===== src/sv/trv_pkg.sv =====
// Shared types, constants and the state-load helper for the Trivium-80 keystream block.
// No dependencies; the datapath, controller and top level use this package.
package trv_pkg;

	// state and round geometry
	localparam int STATE_BITS       = 288;
	localparam int KEY_BITS         = 80;
	localparam int IV_BASE          = 93;
	localparam int WARMUP_ROUNDS    = 1152;
	localparam int ROUNDS_PER_CYCLE = 8;
	localparam int WARM_CYCLES      = WARMUP_ROUNDS / ROUNDS_PER_CYCLE;
	localparam int CNT_W            = $clog2(WARM_CYCLES);

	// config port
	localparam int CFG_DATA_W = 64;
	localparam int CFG_IDX_W  = 2;
	localparam int LOW_W      = 64;
	localparam int HIGH_W     = 16;

	localparam logic [CFG_IDX_W-1:0] REG_KEY_LOW  = 2'd0;
	localparam logic [CFG_IDX_W-1:0] REG_KEY_HIGH = 2'd1;
	localparam logic [CFG_IDX_W-1:0] REG_IV_LOW   = 2'd2;
	localparam logic [CFG_IDX_W-1:0] REG_IV_HIGH  = 2'd3;

	// request codes
	localparam logic REQ_RESTART = 1'b0;
	localparam logic REQ_DATA    = 1'b1;

	// controller to datapath commands
	typedef struct packed {
		logic load;     // load state from key and IV
		logic step;     // run one group of rounds
		logic capture;  // register the result byte
	} trv_cmd_t;

	// Initial state: bit j of a 80-bit field is bit 7-j%8 of byte 9-j/8.
	function automatic logic [STATE_BITS-1:0] load_state(
		input logic [KEY_BITS-1:0] key,
		input logic [KEY_BITS-1:0] iv
	);
		logic [STATE_BITS-1:0] s;
		s = '0;
		for (int j = 0; j < KEY_BITS; j++) begin
			s[j]           = key[8 * (9 - j / 8) + 7 - j % 8];
			s[IV_BASE + j] = iv[8 * (9 - j / 8) + 7 - j % 8];
		end
		s[285] = 1'b1;
		s[286] = 1'b1;
		s[287] = 1'b1;
		return s;
	endfunction

endpackage


===== src/sv/trv_if.sv =====
// Valid/ready channel interfaces for input requests and result beats.
// Depends on nothing.
interface trv_in_if;
	logic       valid;
	logic       ready;
	logic       req_type;
	logic [7:0] data_byte;
	logic       last_byte;

	modport source (output valid, output req_type, output data_byte, output last_byte,
		input ready);
	modport sink (input valid, input req_type, input data_byte, input last_byte,
		output ready);
endinterface

interface trv_out_if;
	logic       valid;
	logic       ready;
	logic [7:0] out_byte;
	logic       last_out;

	modport source (output valid, output out_byte, output last_out, input ready);
	modport sink (input valid, input out_byte, input last_out, output ready);
endinterface


===== src/sv/trv_datapath.sv =====
// Trivium datapath: key/IV registers, 288-bit state, eight unrolled rounds, result register.
// Depends on trv_pkg.
module trv_datapath (
	input  logic                                 clk,
	input  logic                                 arst_n,
	input  trv_pkg::trv_cmd_t                    cmd,
	input  logic                                 cfg_we,
	input  logic [trv_pkg::CFG_IDX_W-1:0]        cfg_index,
	input  logic [trv_pkg::CFG_DATA_W-1:0]       cfg_data,
	input  logic [7:0]                           data_byte,
	input  logic                                 last_byte,
	output logic [7:0]                           out_byte,
	output logic                                 last_out
);

	logic [trv_pkg::LOW_W-1:0]      key_low_q, iv_low_q;
	logic [trv_pkg::HIGH_W-1:0]     key_high_q, iv_high_q;
	logic [trv_pkg::STATE_BITS-1:0] state_q;
	logic [trv_pkg::STATE_BITS-1:0] state_nxt;
	logic [trv_pkg::ROUNDS_PER_CYCLE-1:0] ks;
	logic [7:0] out_byte_q;
	logic       last_out_q;

	// config registers
	always_ff @(posedge clk or negedge arst_n) begin
		if (!arst_n) begin
			key_low_q  <= '0;
			key_high_q <= '0;
			iv_low_q   <= '0;
			iv_high_q  <= '0;
		end else if (cfg_we) begin
			case (cfg_index)
				trv_pkg::REG_KEY_LOW:  key_low_q  <= cfg_data;
				trv_pkg::REG_KEY_HIGH: key_high_q <= cfg_data[trv_pkg::HIGH_W-1:0];
				trv_pkg::REG_IV_LOW:   iv_low_q   <= cfg_data;
				trv_pkg::REG_IV_HIGH:  iv_high_q  <= cfg_data[trv_pkg::HIGH_W-1:0];
				default: ;
			endcase
		end
	end

	// eight rounds, first keystream bit in bit 0
	always_comb begin
		logic [trv_pkg::STATE_BITS-1:0] s;
		logic t1, t2, t3;
		s  = state_q;
		ks = '0;
		for (int i = 0; i < trv_pkg::ROUNDS_PER_CYCLE; i++) begin
			t1    = s[65] ^ s[92];
			t2    = s[161] ^ s[176];
			t3    = s[242] ^ s[287];
			ks[i] = t1 ^ t2 ^ t3;
			t1    = t1 ^ (s[90] & s[91]) ^ s[170];
			t2    = t2 ^ (s[174] & s[175]) ^ s[263];
			t3    = t3 ^ (s[285] & s[286]) ^ s[68];
			s     = {s[trv_pkg::STATE_BITS-2:0], t3};
			s[93]  = t1;
			s[177] = t2;
		end
		state_nxt = s;
	end

	// cipher state
	always_ff @(posedge clk or negedge arst_n) begin
		if (!arst_n) begin
			state_q <= '0;
		end else if (cmd.load) begin
			state_q <= trv_pkg::load_state({key_high_q, key_low_q}, {iv_high_q, iv_low_q});
		end else if (cmd.step) begin
			state_q <= state_nxt;
		end
	end

	// result register
	always_ff @(posedge clk) begin
		if (cmd.capture) begin
			out_byte_q <= data_byte ^ ks;
			last_out_q <= last_byte;
		end
	end

	assign out_byte = out_byte_q;
	assign last_out = last_out_q;

endmodule


===== src/sv/trv_ctrl.sv =====
// Trivium controller: handshakes, warm-up counter and result valid.
// Depends on trv_pkg.
module trv_ctrl (
	input  logic              clk,
	input  logic              arst_n,
	input  logic              in_valid,
	input  logic              in_req_type,
	output logic              in_ready,
	output logic              out_valid,
	input  logic              out_ready,
	output trv_pkg::trv_cmd_t cmd
);

	localparam logic ST_IDLE = 1'b0;
	localparam logic ST_WARM = 1'b1;

	logic                      state_q;
	logic [trv_pkg::CNT_W-1:0] cnt_q;
	logic                      out_valid_q;
	logic                      acc;

	// take a beat only when idle and the result slot is free or draining
	assign in_ready = (state_q == ST_IDLE) && (!out_valid_q || out_ready);
	assign acc      = in_valid && in_ready;

	always_comb begin
		cmd.load    = acc && (in_req_type == trv_pkg::REQ_RESTART);
		cmd.capture = acc && (in_req_type == trv_pkg::REQ_DATA);
		cmd.step    = cmd.capture || (state_q == ST_WARM);
	end

	// sequencer
	always_ff @(posedge clk or negedge arst_n) begin
		if (!arst_n) begin
			state_q <= ST_IDLE;
			cnt_q   <= '0;
		end else begin
			case (state_q)
				ST_IDLE: begin
					if (cmd.load) begin
						state_q <= ST_WARM;
						cnt_q   <= trv_pkg::CNT_W'(trv_pkg::WARM_CYCLES - 1);
					end
				end
				ST_WARM: begin
					if (cnt_q == '0) state_q <= ST_IDLE;
					else cnt_q <= cnt_q - 1'b1;
				end
				default: state_q <= ST_IDLE;
			endcase
		end
	end

	// result valid
	always_ff @(posedge clk or negedge arst_n) begin
		if (!arst_n) out_valid_q <= 1'b0;
		else if (cmd.capture) out_valid_q <= 1'b1;
		else if (out_ready) out_valid_q <= 1'b0;
	end

	assign out_valid = out_valid_q;

endmodule


===== src/sv/trivium_keystream_cipher.sv =====
// Trivium-80 keystream block. Write key and IV through the config port, then send a
// restart beat: the block loads its state and runs 1152 warm-up rounds, eight per
// cycle, accepting nothing until the warm-up is done, and gives no result for the
// restart beat. Each data beat yields one result beat (byte XOR eight keystream
// bits, last flag passed through); with the output taken every cycle, data beats
// stream at one per cycle. The eight unrolled rounds set the warm-up rate. Config
// writes take effect at the next restart.
// Depends on trv_pkg, trv_if, trv_ctrl, trv_datapath.
module trivium_keystream_cipher (
	input  logic                           clk,
	input  logic                           arst_n,
	trv_in_if.sink                         in_ch,
	trv_out_if.source                      out_ch,
	input  logic                           cfg_we,
	input  logic [trv_pkg::CFG_IDX_W-1:0]  cfg_index,
	input  logic [trv_pkg::CFG_DATA_W-1:0] cfg_data
);

	trv_pkg::trv_cmd_t cmd;

	trv_ctrl u_ctrl (
		.clk        (clk),
		.arst_n     (arst_n),
		.in_valid   (in_ch.valid),
		.in_req_type(in_ch.req_type),
		.in_ready   (in_ch.ready),
		.out_valid  (out_ch.valid),
		.out_ready  (out_ch.ready),
		.cmd        (cmd)
	);

	trv_datapath u_dp (
		.clk       (clk),
		.arst_n    (arst_n),
		.cmd       (cmd),
		.cfg_we    (cfg_we),
		.cfg_index (cfg_index),
		.cfg_data  (cfg_data),
		.data_byte (in_ch.data_byte),
		.last_byte (in_ch.last_byte),
		.out_byte  (out_ch.out_byte),
		.last_out  (out_ch.last_out)
	);

endmodule

===== src/flat_wrapper.sv =====
// flat-port wrapper written by rule: the top's interface ports become plain ports
module trivium_keystream_cipher_flat 
  (clk, arst_n, cfg_we, cfg_index, cfg_data, in_ch_valid, in_ch_req_type, in_ch_data_byte, in_ch_last_byte, in_ch_ready, out_ch_valid, out_ch_out_byte, out_ch_last_out, out_ch_ready);
  trv_in_if in_ch_i ();
  trv_out_if out_ch_i ();
  input  logic clk;
  input  logic arst_n;
  input  logic cfg_we;
  input  logic [trv_pkg::CFG_IDX_W-1:0] cfg_index;
  input  logic [trv_pkg::CFG_DATA_W-1:0] cfg_data;
  input wire logic [$bits(in_ch_i.valid)-1:0] in_ch_valid;
  input wire logic [$bits(in_ch_i.req_type)-1:0] in_ch_req_type;
  input wire logic [$bits(in_ch_i.data_byte)-1:0] in_ch_data_byte;
  input wire logic [$bits(in_ch_i.last_byte)-1:0] in_ch_last_byte;
  output wire logic [$bits(in_ch_i.ready)-1:0] in_ch_ready;
  output wire logic [$bits(out_ch_i.valid)-1:0] out_ch_valid;
  output wire logic [$bits(out_ch_i.out_byte)-1:0] out_ch_out_byte;
  output wire logic [$bits(out_ch_i.last_out)-1:0] out_ch_last_out;
  input wire logic [$bits(out_ch_i.ready)-1:0] out_ch_ready;
  assign in_ch_i.valid = in_ch_valid;
  assign in_ch_i.req_type = in_ch_req_type;
  assign in_ch_i.data_byte = in_ch_data_byte;
  assign in_ch_i.last_byte = in_ch_last_byte;
  assign in_ch_ready = in_ch_i.ready;
  assign out_ch_valid = out_ch_i.valid;
  assign out_ch_out_byte = out_ch_i.out_byte;
  assign out_ch_last_out = out_ch_i.last_out;
  assign out_ch_i.ready = out_ch_ready;
  trivium_keystream_cipher u_core (.clk(clk), .arst_n(arst_n), .in_ch(in_ch_i), .out_ch(out_ch_i), .cfg_we(cfg_we), .cfg_index(cfg_index), .cfg_data(cfg_data));
endmodule

===== config.mk =====
export PLATFORM = sky130hd
export DESIGN_NAME = trivium_keystream_cipher_flat
export DESIGN_NICKNAME = d
export VERILOG_FILES = /design/src/sv/trv_pkg.sv /design/src/sv/trv_if.sv /design/src/sv/trv_datapath.sv /design/src/sv/trv_ctrl.sv /design/src/sv/trivium_keystream_cipher.sv /design/src/flat_wrapper.sv
export SDC_FILE = /design/constraint.sdc
export NUM_CORES = 1
export LEC_CHECK = 0
export BUFFER_PORTS_ARGS = -buffer_cell sky130_fd_sc_hd__buf_2
export CAP_MARGIN = 25
export CELL_PAD_IN_SITES_DETAIL_PLACEMENT = 1
export CELL_PAD_IN_SITES_GLOBAL_PLACEMENT = 1
export CORE_ASPECT_RATIO = 1.2
export CORE_MARGIN = 2
export CORE_UTILIZATION = 40
export DETAILED_ROUTE_END_ITERATION = 8
export GPL_TIMING_DRIVEN = 0
export HOLD_SLACK_MARGIN = 0.05
export MAX_ROUTING_LAYER = met4
export PLACE_DENSITY = 0.64
export RECOVER_POWER = 25
export SYNTH_ARGS = -nofsm -noshare
export SYNTH_HDL_FRONTEND = slang
export SYNTH_SLANG_ARGS = --single-unit
export TNS_END_PERCENT = 100

===== constraint.sdc =====
create_clock -name clk -period 2.4 [get_ports clk]
set_input_delay 0.12 -clock clk [delete_from_list [all_inputs] [get_ports clk]]
set_output_delay 0.12 -clock clk [all_outputs]
set_load 0.005 [all_outputs]

==> out/metrics.yaml, run 1 <==
status: "finished clean"
syn-num-nets: 1436
rsz0062_at_grt: "yes"
yosys.area.top_type_share_pct: 59.7
fin_tns_setup_ns: 0
layout_min_cycle_time_ns: 2.31
cts.sinks: 467
vias: 12500
cp_cell_sequence: "nand2b_1 -> buf_2 -> a31o_2 -> buf_2 -> buf_2 -> a221oi_1"
yosysSeqAreaShare_pct: 61.1
reg2reg_depth: 6
cts_tree: "built"
finalCritPeriodShare_pct: 96.3
grt_max_degree: 119
whs_ns: 0.104
synth_area_leaders: "dfrtp_1 60%, mux2_2 9.4%, a221o_1 7.5%"
fin_ws_ns: 0.0890
finalHoldViolations: 0
initial_core_util_pct: 40.6
tightest_slew_ns: 1.38
cts.clk_slew.worst_paths_ns: 0.06
setup_viol: 0
hp-class: "in2async"
place_congestion: 0.828
post_drt_wl_per_cell_um: 24.4
crit_path_end_kind: "register"
cp_common_cell: "buf_2"
yosysWarnings: 0
required_ns: 2.85
wl_um: 54500
synth.cell_area_um2: 19200
synth-main-ff-cell: "dfrtp_1"
power_leakage_uw: 0.0108
internal_power_uw: 20600
critPathMaxFanout: 10
via_per_inst: 5.61
worst_clock_skew_ns: 0.0200
drcViolationCount: 0
io_pins: 92
synth_edf_count: 9
grt_pass1_wl_um: 84700
cts_setup_buffers: 0
synth_top_cell_by_area: "dfrtp_1"
netlist_instances: 1353
die_w_um: 204
num_rows: 87
synth_most_common_cell: "dfrtp_1"
switching_share_pct: 30.4
port-buffer-count: 90
worst_setup_path_start_kind: "register"
crit_family: "buffers and inverters"
clk_latency_ns: 0.60
die_h_um: 244
grt_pass1_vias: 13800
core_area_um2: 47200
irDropWorstVdd_mv: 0.626
fin_util_pct: 48.7
p_switching_uw: 9010
clock-root-buffer: "clkbuf_16"
cp.depth: 6
cp_slowest_cell: "a31o_2"
antenna_found_initial: 1
avgSynthCellArea_um2: 14.2
cap_viol_max_count: 0
dr.pass1.iters: 5
place_ws_ns: -0.341
seq_power_share_pct: 47.4
nNetsFinal: 1659
crit_start: "u_core.u_ctrl.out_valid"
grt_use_total_pct: 23.2
clockPowerShare_pct: 26.5
dieArea_um2: 49800
async_flop_share_pct: 98.1
slew_viol_final: 0
critPathMaxStageDelay_ns: 0.47
fmax_mhz: 433
synth_cell_types: 41
drive_gt1_share_pct: 24.9
slew_headroom_pct: 7.70
synthTopCellsByCount: "458 x dfrtp_1, 160 x mux2_2, 144 x a221o_1, 144 x and3_1, 117 x a22o_1"
p_comb_share_pct: 26.2
powerDensity_nw_per_um2: 1290
r2r-start: "u_core.u_ctrl.out_valid"
dp_hpwl_um: 39100
cts_buffer_depth: 3
overflow: 0
cts-htree-levels: 2
critPathBufInv: 3
area_growth_syn_to_layout_pct: 19.8
ys_ff_latch: 467
numCtsBuffers: 49
cp.arrival_ns: 2.76
first_iter_violations: 683
ant_nets: 0
criticalPathCategory: "reg2reg"
## metrics by stage
stage	std cells	area [µm²]	total power [µW]
global route	2237	23000	31000
CTS	2236	23000	29900
detailed placement	2071	20600	21900
finish	2237	23000	29600
floorplan	1353	19200	18600
global placement	2066	20400	21500
## kinds of logic (layout without fill, tap and decap cells)
family	count (synthesis)	count (layout)	share of synthesized area, %
adder cells (fa/ha/maj)	2	2	0.130
multiplexers	164	164	9.59
buffers and inverters	129	389	2.81
AND/OR/NAND/NOR	214	214	6.57
flip-flops	467	467	61.1
other	0	1	0
AO/OA/AOI/OAI	305	305	14.8
XOR/XNOR	72	72	5.06
## registers in the layout, summed over array words and instances (netlist names)
signal and cells:
u_core.u_ctrl.cnt_q 8, u_core.u_ctrl.out_valid 1, u_core.u_ctrl.state_q 1, u_core.u_dp.iv_high_q 16, u_core.u_dp.iv_low_q 64, u_core.u_dp.key_high_q 16
u_core.u_dp.key_low_q 64, u_core.u_dp.last_out 1, u_core.u_dp.out_byte 8, u_core.u_dp.state_q 288
## final timing paths
check | slack (ns) | endpoint
max | 0.09 | u_core.u_dp.state_q[94]
min | 0.10 | u_core.u_dp.state_q[214]
max reg2reg | 0.09 | u_core.u_dp.state_q[94]
min reg2reg | 0.49 | u_core.u_dp.state_q[181]
max in group asynchronous | 0.39 | u_core.u_dp.state_q[126]
min in group clk | 0.18 | u_core.u_dp.key_high_q[2]
## layout make-up
cell class	count	area (µm²)
Multi-Input combinational cell	757	6940
Clock inverter	19	248
Inverter	11	41.3
Tap cell	623	779
Buffer	117	513
Fill cell	4773	24200
Timing Repair Buffer	173	1340
Clock buffer	69	1410
Antenna cell	1	2.50
Sequential cell	467	11700
## power groups by stage
stage	sequential (µW)	combinational (µW)	clock (µW)
after global placement	14100	7430	0
after floorplan	12600	6040	0
final	14000	7750	7850
after global routing	14400	8340	8340
after CTS	14000	7880	8040
after detailed placement	14100	7740	0
## timing repair
item | CTS | global route
hold buffers | 78 | 0
endpoints found under the hold margin | 253 | 0
cloned | 0 | 0
gates resized for setup | 2 | 23
setup endpoints to repair | 230 | 176
## layout by cell type, fill, tap and decap left out, types with 6 or more instances in the layout
master	n
edfxtp_1	9
clkbuf_1	71
nor3_1	8
xnor3_1	16
dlygate4sd3_1	78
a221oi_1	8
o2bb2ai_1	8
nor2_1	6
and3_1	144
clkbuf_2	15
mux2_2	160
nand2_1	29
a221o_1	144
buf_2	128
a22o_1	117
xor3_1	8
clkbuf_8	11
inv_1	11
xnor2_1	48
clkinv_2	9
dfrtp_1	458
clkbuf_16	49
or3_1	8
o221a_2	8
## worst reg2reg max path, stage by stage (launching register included)
cell,delay (ns)
dfrtp_1,0.40
nand2b_1,0.08
buf_2,0.32
a31o_2,0.47
buf_2,0.42
buf_2,0.35
a221oi_1,0.13
## per-layer routing
metal  vias up  wire length [µm]  share of wire, %  GRT usage, %
met5         -                 0                 0             -
met4         0              1810               3.3          8.10
met3        99              1620               3.0          2.65
met2       238             28500                52          40.1
met1      6580             22600                41          28.0
li1       5631                 -                 -             -
Note: power is estimated with default switching activity, not from simulation.
==> inputs of run 2 (changes only) <==
Settings changed: CORE_MARGIN 2 to 1.5, SETUP_SLACK_MARGIN set to 0.05.
==> run 2 against run 1 <==
Against the previous run: the flow now finishes with violations (capacitance limit, slew limit); fmax rose by 0.45%; hold slack lost 0.053 ns; sequential power about the same; register-to-register slack about the same; flip-flop and latch count is the same; die area is 0.90% lower; total power down 1.4%; routed wire length grew 0.56%; cell count down 0.22%; sequential share of layout area up 0.29 points; utilization down 0.28 points.
==> out/metrics.yaml, run 2 (same netlist as run 1, synthesis figures left out) <==
finalHoldViolations: 0
cp_slowest_cell: "dlygate4sd3_1"
clk_latency_ns: 0.59
critPathMaxFanout: 10
first_iter_violations: 658
crit_family: "buffers and inverters"
dieArea_um2: 49300
post_drt_wl_per_cell_um: 24.6
cp.arrival_ns: 2.58
worst_clock_skew_ns: 0.0115
nNetsFinal: 1659
placed_area_um2: 20600
mostFrequentLayoutCells: "458 x dfrtp_1, 159 x mux2_2, 144 x and3_1, 144 x a221o_1, 132 x buf_2"
cts_tree: "built"
grt_max_degree: 119
criticalPathCategory: "reg2reg"
drcViolationCount: 0
place_congestion: 0.817
ant_nets: 0
place_inst: 2071
overflow: 0
slew_headroom_pct: -5.54
critPathMaxStageDelay_ns: 0.57
power_leakage_uw: 0.0107
tightest_slew_ns: 1.58
num_rows: 87
violations: "capacitance limit, slew limit"
initial_core_util_pct: 40.6
port-buffer-count: 90
critPathBufInv: 3
layout_min_cycle_time_ns: 2.30
reg_top3: "u_core.u_dp.state_q (288), u_core.u_dp.iv_low_q (64), u_core.u_dp.key_low_q (64)"
cap_viol_max_count: 1
vias: 12600
fmax_mhz: 435
finalCritPeriodShare_pct: 95.9
fin_cells: 2232
io_pins: 92
cts_setup_buffers: 0
setup_viol: 0
required_ns: 2.68
rsz0062_at_grt: "yes"
top_register: "u_core.u_dp.state_q"
cts_buffer_depth: 3
stdcell_area_um2: 22900
area_growth_syn_to_layout_pct: 19.1
powerDensity_nw_per_um2: 1280
slew_viol_final: 119
wl_um: 54800
fin_util_pct: 48.4
dp_hpwl_um: 39100
final_common_cell: "dfrtp_1"
largest_reg_flops: 288
cp_cell_sequence: "clkbuf_1 -> nand3b_1 -> dlygate4sd3_1 -> nor2_1 -> buf_4"
via_per_inst: 5.64
status: "complete, but fails checks"
clock-root-buffer: "clkbuf_16"
dr.pass1.iters: 5
grt_pass1_wl_um: 84500
cts.clk_slew.worst_paths_ns: 0.06
die_w_um: 203
crit_path_end_kind: "register"
numCtsBuffers: 49
worst_setup_path_start_kind: "register"
hp-class: "in2async"
design_power_total_uw: 29200
core_area_um2: 47200
irDropWorstVdd_mv: 0.650
grt_use_total_pct: 23.4
grt_pass1_vias: 13700
drive_gt1_share_pct: 24.7
die_h_um: 243
cts-htree-levels: 2
cts.sinks: 467
antenna_found_initial: 1
whs_ns: 0.0513
==> run 2: worst paths after layout <==
check	from	endpoint	slack [ns]	cells after the start
worst max-delay path	u_core.u_ctrl.state_q	u_core.u_dp.out_byte[4]	0.1	5
worst min-delay path	arst_n	u_core.u_dp.state_q[214]	0.05	2
worst max register to register	u_core.u_ctrl.state_q	u_core.u_dp.out_byte[4]	0.1	5
worst min register to register	u_core.u_dp.state_q[201]	u_core.u_dp.state_q[209]	0.49	1
max in group asynchronous	arst_n	u_core.u_ctrl.cnt_q[7]	0.37	3
min in group clk	cfg_index[1]	u_core.u_dp.iv_high_q[7]	0.18	3
==> run 2: what timing repair did <==
action | 4_1_cts | 5_1_grt
endpoints found under the hold margin | 337 | 0
resized for setup | 4 | 27
endpoints found under the setup margin | 229 | 208
hold buffers | 78 | 0
pin swaps | 0 | 0
==> run 2: report_power, final <==
| part | leakage, µW | internal [µW] | switching [µW] |
|---|---|---|---|
| clock network | 0.000755 | 4320 | 3130 |
| registers | 0.00544 | 11100 | 2950 |
| logic | 0.00450 | 4870 | 2840 |
==> run 2: cell type report <==
cell class | instances | area [µm²]
Antenna cell | 1 | 2.50
Inverter | 11 | 41.3
Sequential cell | 467 | 11700
Tap cell | 623 | 779
Timing Repair Buffer | 173 | 1300
Clock inverter | 7 | 72.6
Multi-Input combinational cell | 757 | 6950
Buffer | 117 | 515
Clock buffer | 76 | 1480
Fill cell | 4786 | 24400
==> run 2: worst register-to-register path, delay by kind of cell (launching register included) <==
| family | cells | cell delay [ns] |
|---|---|---|
| buffers and inverters | 3 | 1.12 |
| DFF | 1 | 0.45 |
| and+or+nand+nor | 2 | 0.42 |
==> run 2: stage by stage <==
step | setup TNS, ns | worst slack [ns]
after global routing | 0 | 0.0211
after global placement | -3673.05 | -7.97
final | 0 | 0.0993
after detailed placement | -49.39 | -0.326
after floorplan | 0 | 0.653
after CTS | 0 | 0.0295
==> run 2: metal layers <==
layer / global-route usage [%] / vias to the layer above / part of all wire (%)
li1: - / 5612 / -
met1: 28.4 / 6613 / 42
met2: 39.7 / 250 / 52
met3: 2.67 / 108 / 3.0
met4: 9.32 / 0 / 3.7
met5: - / - / 0
